File: config.mk
export PLATFORM = sky130hd
export DESIGN_NAME = rv32_to_rvc_compressor
export DESIGN_NICKNAME = d
export VERILOG_FILES = /design/src/rtl/rvc_pkg.sv /design/src/rtl/rv32_to_rvc_compressor.sv
export SDC_FILE = /design/constraint.sdc
export NUM_CORES = 2
export LEC_CHECK = 0
export ABC_AREA = 1
export BUFFER_PORTS_ARGS = -buffer_cell sky130_fd_sc_hd__buf_2
export CORE_UTILIZATION = 55
export CTS_CLUSTER_DIAMETER = 150
export DETAILED_ROUTE_END_ITERATION = 10
export PLACE_DENSITY = 0.71
export SLEW_MARGIN = 40
export SYNTH_ARGS = -nofsm -noshare
export SYNTH_HDL_FRONTEND = slang
export SYNTH_SLANG_ARGS = --single-unit
File: constraint.sdc
create_clock -name clk_i -period 11.6 [get_ports clk_i]
set_input_delay 1.74 -clock clk_i [delete_from_list [all_inputs] [get_ports clk_i]]
set_output_delay 1.74 -clock clk_i [all_outputs]
set_load 0.02 [all_outputs]
File: src/rtl/rvc_pkg.sv
package rvc_pkg;

  localparam int unsigned MaxLines = 1024;
  localparam int unsigned WordBits = 32;

  typedef enum logic [4:0] {
    ClsKeep    = 5'd0,
    ClsAdd     = 5'd1,
    ClsMv      = 5'd2,
    ClsJr      = 5'd3,
    ClsJalr    = 5'd4,
    ClsLi      = 5'd5,
    ClsLui     = 5'd6,
    ClsAddi    = 5'd7,
    ClsSlli    = 5'd8,
    ClsLw      = 5'd9,
    ClsSw      = 5'd10,
    ClsAnd     = 5'd11,
    ClsOr      = 5'd12,
    ClsXor     = 5'd13,
    ClsSub     = 5'd14,
    ClsBeqz    = 5'd15,
    ClsBnez    = 5'd16,
    ClsSrli    = 5'd17,
    ClsSrai    = 5'd18,
    ClsAndi    = 5'd19,
    ClsJ       = 5'd20,
    ClsJal     = 5'd21,
    ClsBrKept  = 5'd22,
    ClsJalKept = 5'd23
  } cls_e;

  function automatic logic [2:0] creg(input logic [4:0] r);
    creg = 3'(r - 5'd8);
  endfunction

  function automatic logic [31:0] branch_off(input logic [31:0] w);
    branch_off = {{19{w[31]}}, w[31], w[7], w[30:25], w[11:8], 1'b0};
  endfunction

  function automatic logic [31:0] jump_off(input logic [31:0] w);
    jump_off = {{11{w[31]}}, w[31], w[19:12], w[20], w[30:21], 1'b0};
  endfunction

  function automatic logic is_walk(input logic [4:0] c);
    is_walk = (c == ClsBeqz) || (c == ClsBnez) || (c == ClsJ) || (c == ClsJal) ||
              (c == ClsBrKept) || (c == ClsJalKept);
  endfunction

  function automatic logic is_jump(input logic [4:0] c);
    is_jump = (c == ClsJ) || (c == ClsJal) || (c == ClsJalKept);
  endfunction

  function automatic logic [31:0] pack(input logic [4:0] cls, input logic [31:0] w,
                                       input logic [31:0] off);
    logic [4:0] rd, rs1, rs2;
    logic [15:0] h;
    begin
      rd  = w[11:7];
      rs1 = w[19:15];
      rs2 = w[24:20];
      h   = '0;
      pack = w;
      case (cls)
        ClsAdd:  h = {4'd9, rd, rs2, 2'd2};
        ClsMv:   h = {4'd8, rd, rs2, 2'd2};
        ClsJr:   h = {4'd8, rs1, 5'd0, 2'd2};
        ClsJalr: h = {4'd9, rs1, 5'd0, 2'd2};
        ClsLi:   h = {3'd2, w[25], rd, rs2, 2'd1};
        ClsLui:  h = {3'd3, w[17], rd, w[16:12], 2'd1};
        ClsAddi: h = {3'd0, w[25], rd, rs2, 2'd1};
        ClsSlli: h = {3'd0, 1'b0, rd, rs2, 2'd2};
        ClsLw:   h = {3'd2, w[25:23], creg(rs1), w[22], w[26], creg(rd), 2'd0};
        ClsSw:   h = {3'd6, w[25], w[11:10], creg(rs1), w[9], w[26], creg(rs2), 2'd0};
        ClsAnd:  h = {6'd35, creg(rd), 2'd3, creg(rs2), 2'd1};
        ClsOr:   h = {6'd35, creg(rd), 2'd2, creg(rs2), 2'd1};
        ClsXor:  h = {6'd35, creg(rd), 2'd1, creg(rs2), 2'd1};
        ClsSub:  h = {6'd35, creg(rd), 2'd0, creg(rs2), 2'd1};
        ClsBeqz, ClsBnez:
          h = {2'b11, (cls == ClsBnez), off[8], off[4:3], creg(rs1), off[7:6], off[2:1],
               off[5], 2'd1};
        ClsSrli: h = {3'd4, 1'b0, 2'd0, creg(rd), rs2, 2'd1};
        ClsSrai: h = {3'd4, 1'b0, 2'd1, creg(rd), rs2, 2'd1};
        ClsAndi: h = {3'd4, w[25], 2'd2, creg(rd), rs2, 2'd1};
        ClsJ, ClsJal:
          h = {(cls == ClsJ) ? 3'd5 : 3'd1, off[11], off[4], off[9:8], off[10], off[6],
               off[7], off[3:1], off[5], 2'd1};
        default: h = '0;
      endcase
      case (cls)
        ClsKeep: pack = w;
        ClsBrKept: pack = {off[12], off[10:5], w[24:12], off[4:1], off[11], w[6:0]};
        ClsJalKept: pack = {off[20], off[10:1], off[11], off[19:12], w[11:0]};
        default: if (cls < ClsBrKept) pack = {16'd0, h};
      endcase
    end
  endfunction

endpackage

File: src/rtl/rv32_to_rvc_compressor.sv
// Repacks RV32I words into RVC form. Mode 0 beats write one size-map bit and
// return a zero beat. Beats without an offset pass from idle to the done state,
// which registers the result once the output register is free. Branches and
// jumps walk the size map one line per cycle. The map is a 1-bit RAM with one
// read or write port and a registered read. Entries never written read back as
// undefined. The next input beat is taken once the block is back in idle, even
// while a result still waits in the output register.
module rv32_to_rvc_compressor #(
  parameter int unsigned MAX_LINES = rvc_pkg::MaxLines
) (
  input  logic        clk_i,
  input  logic        rst_ni,
  input  logic        s_axis_tvalid,
  output logic        s_axis_tready,
  // mode, line_index[10], line_is_short, instr_word[32], instr_class[5], pad
  input  logic [55:0] s_axis_tdata,
  output logic        m_axis_tvalid,
  input  logic        m_axis_tready,
  // out_word[32], walk_error, pad
  output logic [39:0] m_axis_tdata
);

  localparam int unsigned AW = (MAX_LINES > 1) ? $clog2(MAX_LINES) : 1;

  typedef enum logic [1:0] {SIdle, SWalk, SDrain, SDone} state_e;

  logic        mem_q [MAX_LINES];
  logic        rdata_q;
  state_e      state_q;
  logic [31:0] word_q, off_q;
  logic [4:0]  cls_q;
  logic [20:0] n_q;
  logic [32:0] cur_q;
  logic        err_q, neg_q, pend_q;
  logic [11:0] cnt_q;
  logic        ov_q;
  logic [31:0] ow_q;
  logic        oe_q;

  logic        in_fire;
  logic        in_mode, in_short;
  logic [9:0]  in_line;
  logic [31:0] in_word;
  logic [4:0]  in_cls;
  logic [31:0] in_off, mag;
  logic        rd_en;
  logic        cur_ok;
  logic [32:0] lim;
  logic [31:0] adj;

  assign in_mode  = s_axis_tdata[0];
  assign in_line  = s_axis_tdata[10:1];
  assign in_short = s_axis_tdata[11];
  assign in_word  = s_axis_tdata[43:12];
  assign in_cls   = s_axis_tdata[48:44];

  assign s_axis_tready = (state_q == SIdle);
  assign in_fire = s_axis_tvalid && s_axis_tready;
  assign in_off = rvc_pkg::is_jump(in_cls) ? rvc_pkg::jump_off(in_word)
                                           : rvc_pkg::branch_off(in_word);
  assign mag = in_off[31] ? 32'(-in_off) : in_off;
  assign lim = 33'(MAX_LINES);
  assign cur_ok = !cur_q[32] && (cur_q < lim);
  assign rd_en = (state_q == SWalk) && (n_q != '0) && cur_ok;
  assign adj = off_q[31] ? 32'(off_q + {19'd0, cnt_q, 1'b0})
                         : 32'(off_q - {19'd0, cnt_q, 1'b0});

  always_ff @(posedge clk_i) begin
    if (in_fire && !in_mode && ({22'd0, in_line} < 32'(MAX_LINES))) begin
      mem_q[AW'(in_line)] <= in_short;
    end
    if (rd_en) begin
      rdata_q <= mem_q[AW'(cur_q)];
    end
  end

  always_ff @(posedge clk_i or negedge rst_ni) begin
    if (!rst_ni) begin
      state_q <= SIdle;
      ov_q    <= 1'b0;
      pend_q  <= 1'b0;
    end else begin
      if (ov_q && m_axis_tready && (state_q != SDone)) ov_q <= 1'b0;
      case (state_q)
        SIdle: begin
          if (in_fire) begin
            word_q <= in_word;
            cls_q  <= in_cls;
            off_q  <= in_off;
            neg_q  <= in_off[31];
            n_q    <= 21'(mag >> 2);
            cur_q  <= in_off[31] ? 33'({23'd0, in_line} - 33'd1) : {23'd0, in_line};
            cnt_q  <= '0;
            err_q  <= 1'b0;
            pend_q <= 1'b0;
            if (!in_mode) begin
              cls_q <= rvc_pkg::ClsKeep;
              word_q <= '0;
              state_q <= SDone;
            end else if (rvc_pkg::is_walk(in_cls)) begin
              state_q <= SWalk;
            end else begin
              state_q <= SDone;
            end
          end
        end
        SWalk: begin
          if (pend_q) cnt_q <= cnt_q + {11'd0, rdata_q};
          pend_q <= rd_en;
          if (n_q == '0) begin
            state_q <= SDrain;
          end else begin
            if (!cur_ok) err_q <= 1'b1;
            n_q   <= n_q - 21'd1;
            cur_q <= neg_q ? cur_q - 33'd1 : cur_q + 33'd1;
          end
        end
        SDrain: begin
          if (pend_q) cnt_q <= cnt_q + {11'd0, rdata_q};
          pend_q <= 1'b0;
          state_q <= SDone;
        end
        SDone: begin
          if (!ov_q || m_axis_tready) begin
            ow_q <= rvc_pkg::pack(cls_q, word_q, adj);
            oe_q <= err_q;
            ov_q <= 1'b1;
            state_q <= SIdle;
          end
        end
        default: state_q <= SIdle;
      endcase
    end
  end

  assign m_axis_tvalid = ov_q;
  assign m_axis_tdata  = {7'd0, oe_q, ow_q};

  a_rd_in_walk: assert property (@(posedge clk_i) disable iff (!rst_ni)
    rd_en |-> state_q == SWalk) else $error("map read outside walk");
  a_no_accept_busy: assert property (@(posedge clk_i) disable iff (!rst_ni)
    in_fire |=> state_q != SIdle) else $error("accept did not start work");
  a_out_after_done: assert property (@(posedge clk_i) disable iff (!rst_ni)
    $rose(ov_q) |-> $past(state_q) == SDone) else $error("result without finish");

endmodule
# Word level (Yosys, flattened, before mapping)
# Memory sizes are Yosys's and may differ from the RTL's. A register that Yosys moved wholly into a read port is not among the register bits.
# Index checks and enable logic that the tools add are counted.
# word_totals
ff_bits	163
mem_bits_rw	1024
in_bits	60
output_inout_bits	42
elab_cells	135
memories	1
# memory_table
memory	words	width	rd	rd_clocked_by_memory_dff	write_ports	line_no	source
mem_q	1024	1	1	1	1	rv32_to_rvc_compressor.sv:27	logic mem_q [MAX_LINES];
# classes
addsub	11
order_cmp	2
eq_ne	39
n_mux	34
reduce_logical	35
# ops
operator	count
$pmux W16 S19	1
$mux W33	4
$pmux W32 S3	1
$pmux W33 S2	1
$eq A5 B5 Y1 const B	13
$mux W21	3
$eq A5 B4 Y1 const B	9
$pmux W21 S2	1
$add A33 B1 Y33 const B	1
$lt A33 B11 Y1 const B	1
$sub A33 B1 Y33 const B	1
$mux W32	1
$mux W12	2
$pmux W12 S2	1
$mux W23	1
$neg A23 Y23	1
$add A21 B13 Y21	1
$logic_not A21 Y1	1
$reduce_bool A21 Y1	1
$sub A21 B1 Y21 const B	1
$sub A21 B13 Y21	1
$eq A5 B3 Y1 const B	4
$mux W20	1
$add A12 B1 Y12	1
other kinds (27)	68

# Logic depth before layout (Yosys ltp)
# logic_depth
depth_word	10
mapped_depth	21
ltp_nobuf	21

# Worst setup path after synthesis
# No wires, ideal clock.
# synth_timing
path_type	in2reg
from	in s_axis_tvalid
to	reg err_q (enable)
setup_ps	305
arrival_ps	4915
t_required_ps	11295
setup_slack_ps	6381
cell_stages	5
n_path_buf	0
path_cell_list	nor2_1 inv_1 nand2_1 a21oi_1 and2_1
# synth_via
elab_chain_len	3
# synth_lines
element	line_no	source
from (decl)	rv32_to_rvc_compressor.sv:13	input logic s_axis_tvalid,
$logic_and A1 B1 Y1	rv32_to_rvc_compressor.sv:58	assign in_fire = s_axis_tvalid && s_axis_tready;
$ne A2 B1 Y1 (no source line)	-	
$reduce_and A5 Y1 (no source line)	-	
to (signal assigned)	rv32_to_rvc_compressor.sv:94	err_q <= 1'b0;
to (signal assigned)	rv32_to_rvc_compressor.sv:113	if (!cur_ok) err_q <= 1'b1;
to (decl)	rv32_to_rvc_compressor.sv:34	logic err_q, neg_q, pend_q;
# No other way between the ends.
# A chain may end at the register's enable or synchronous reset.

# Final worst setup path
# layout_timing
from	reg cur_q[0]
to	reg rdata_q (read register of mem_q), data pin
# layout_via
elab_chain_len	3
# layout_lines
element	line_no	source
from (decl)	rv32_to_rvc_compressor.sv:33	logic [32:0] cur_q;
from (signal assigned)	rv32_to_rvc_compressor.sv:92	cur_q <= in_off[31] ? 33'({23'd0, in_line} - 33'd1) : {23'd0, in_line};
from (signal assigned)	rv32_to_rvc_compressor.sv:115	cur_q <= neg_q ? cur_q - 33'd1 : cur_q + 33'd1;
$lt A33 B11 Y1	rv32_to_rvc_compressor.sv:63	assign cur_ok = !cur_q[32] && (cur_q < lim);
$logic_and A1 B1 Y1	rv32_to_rvc_compressor.sv:63	
$logic_and A1 B1 Y1	rv32_to_rvc_compressor.sv:64	assign rd_en = (state_q == SWalk) && (n_q != '0) && cur_ok;
to (decl)	rv32_to_rvc_compressor.sv:28	logic rdata_q;
# Parallel ways exist; a longest one is shown, timed or not.

==> flow_summary.json <==
{
  "die_w_um": 325,
  "ys_ff_latch": 1186,
  "multi_input_area_mm2": 0.0194,
  "synth_edf_count": 1182,
  "clockRootBuffer": "clkbuf_16",
  "critPathMostFrequentCell": "nand3_1",
  "nNetsFinal": 6119,
  "dp_hpwl_um": 83100,
  "dieArea_mm2": 0.106,
  "routed_wl_um": 157000,
  "postCtsSetupRepairBufs": 0,
  "synth.most_common_cell": "nand2_1",
  "synth_area_leaders": "edfxtp_1 62%, nand3_1 9.4%, nand2_1 9.3%",
  "grt_pass1_vias": 41006,
  "pwr_density_cell_mw_per_mm2": 186,
  "ios": 102,
  "fin_setup_tns_ps": 0,
  "worstPathMaxFanout": 131,
  "worstPathArrival_ps": 5280,
  "dpl.cell_count": 7245,
  "path_cells": "buf_4, inv_8, buf_12, buf_16, buf_4, nand2_1, nand3_1, nand3_1, nand3_1, nand3_1, nand3_1, nand3_1, nand2_1, nand2_1, nand3_1, nand3_1, nand2_1",
  "maxCapViolCount": 0,
  "finalHoldViolations": 0,
  "drc": 0,
  "grt_setup_unrepaired": "no",
  "routed.top_layer": "met4",
  "min_path_type": "flip-flop to flip-flop",
  "power.total_mw": 11.6,
  "period_needed_ps": 4720,
  "synth_area_mm2": 0.0575,
  "crit_path_start_kind": "flip-flop",
  "syn_area_per_cell_um2": 9.34,
  "fmax_mhz": 212,
  "grt_usage_pct": 29.1,
  "status": "completed",
  "required_ps": 12160,
  "htreeDepth": 3,
  "critPathMaxStageDelay_ps": 740,
  "nFillCells": 8799,
  "port_buffers": 87,
  "clk_path_buf_depth": 3,
  "final_max_slew_viol_count": 0,
  "cts_tree": "done",
  "slew_headroom_pct": 34.3,
  "first_pass_iters": 8,
  "syn_inst": 6155,
  "async_flop_share_pct": 0.337,
  "ys_warn_count": 0,
  "rows": 118,
  "start_util_pct": 55.5,
  "drt_first_iter_violations": 5265,
  "synth_top_area_cell": "edfxtp_1",
  "hold_buffers": 0,
  "core-area_mm2": 0.104,
  "cts.sinks": 1186,
  "period_share_pct": 40.7,
  "ys_seq_area_share_pct": 61.9,
  "wl_met2_um": 75600,
  "finalWeightedCongestion": 0.918,
  "final_cells": 7468,
  "die_h_um": 325,
  "worstSkewPairLatency_ps": 720,
  "crit_slowest_cell": "buf_4",
  "layout.area.seq_mm2": 0.0356,
  "drive_gt1_share_pct": 7.08,
  "yosys-top-cells-count": "1426 x nand2_1, 1214 x nor2_1, 1182 x edfxtp_1, 1080 x nand3_1, 248 x inv_1",
  "viasPerCell": 5.92,
  "cts_resized": 0,
  "worst_ir_drop_vdd_v": 0.000197,
  "worst_slack_ps": 6880,
  "dp_slack_ps": 7140,
  "wl_met3_um": 14300,
  "synthDistinctLibCells": 56,
  "grt_overflow_total": 0,
  "synth_top_area_share_pct": 61.7,
  "grt_first_pass_wirelength_um": 236000,
  "m1WireLength_um": 61200,
  "ys.flop_type": "edfxtp_1",
  "clk_pin_slew_worst_paths_ps": 60,
  "p_leak_nw": 22.1,
  "antenna_found_initial": 5,
  "area_growth_pct": 8.71,
  "grt_max_degree": 198,
  "wl_per_cell_um": 21.1,
  "worst_pin_slew_ps": 986,
  "end_kind": "flip-flop",
  "tritoncts.num_buffers": 119,
  "vias": 44230,
  "ant_nets": 0,
  "finalSetupViolCount": 0,
  "skew_ps": 37.1,
  "critical_path_class": "flip-flop to flip-flop"
}
## kinds of logic (layout without fill, tap and decap cells)
| kind of cell | count (synthesis) | count (layout) | synth area share [%] |
|---|---|---|---|
| other | 1 | 11 | 0.00652 |
| AOI/OAI and AO/OA | 318 | 318 | 3.17 |
| muxes | 1 | 1 | 0.0196 |
| xor gates and xnor gates | 45 | 45 | 0.686 |
| DFF | 1186 | 1186 | 61.9 |
| and+or+nand+nor | 3825 | 3825 | 27.8 |
| buffers and inverters | 711 | 634 | 4.94 |
| adders and majority gates | 68 | 68 | 1.51 |
## where the power goes
group	total [mW]	internal (mW)	leakage, nW	switching, mW
Clock	3.61	2.00	1.75	1.61
Combinational	3.05	0.854	9.60	2.19
Sequential	4.98	4.90	10.7	0.0885
Total	11.6	7.75	22.1	3.89
## registers in the layout, indices dropped and copies added, names as in the netlist, 5 cells and up
name    count
cnt_q      12
cls_q       5
off_q      20
cur_q      33
ow_q       32
n_q        21
mem_q    1024
word_q     32
## path summary, 6_finish.rpt
| check | cells past startpoint | slack, ps | endpoint | start |
|---|---|---|---|---|
| setup / recovery | 17 | 6880 | rdata_q$_DFFE_PP_ | cur_q[0]$_DFFE_PP_ |
| hold / removal | 0 | 450 | oe_q$_DFFE_PP_ | err_q$_DFFE_PP_ |
| setup reg to reg | 17 | 6880 | rdata_q$_DFFE_PP_ | cur_q[0]$_DFFE_PP_ |
| hold reg to reg | 0 | 450 | oe_q$_DFFE_PP_ | err_q$_DFFE_PP_ |
| max in group asynchronous | 1 | 10610 | state_q[0]$_DFFE_PN0P_ | rst_ni |
| min in group asynchronous | 1 | 850 | m_axis_tvalid$_DFF_PN0_ | rst_ni |
## per-layer routing
layer	vias to the layer above	global-route usage [%]
li1	20477	-
met1	21229	38.1
met2	2152	49.1
met3	372	3.78
met4	0	12.0
met5	-	0
## worst max-delay path: cells and delay by family, from the launching register on
| kind | cells | cell delay, ps |
|---|---|---|
| AND/OR/NAND/NOR | 12 | 1500 |
| buffers and inverters | 5 | 2280 |
| flip-flops | 1 | 350 |
## layout by cell type, fill, tap and decap left out, drive strengths merged, types with 27 or more instances in the layout
master	count
o21ai	136
nor2	1221
clkinv	62
inv	259
nand2	1432
nor3	48
ha	66
nand3	1081
buf	159
clkbuf	147
edfxtp	1182
a21oi	112
xor2	27
## stage by stage
stage | util [%] | area [um2] | hold WS [ps]
2_1_floorplan | - | 57500 | 400
5_1_grt | 60.3 | 62500 | 460
3_3_place_gp | 56.5 | 58500 | 444
4_1_cts | 60.2 | 62300 | 449
6_report | 60.3 | 62500 | 447
3_5_place_dp | 56.7 | 58800 | 441
## cell type report
type	count	area share, %
Antenna cell	4	0.0160
Clock buffer	147	5.04
Clock inverter	67	0.695
Inverter	261	1.61
Multi-Input combinational cell	4264	31.0
Sequential cell	1186	57.0
Tap cell	1380	2.76
Timing Repair Buffer	159	1.91
(Power assumes the default switching activity.)
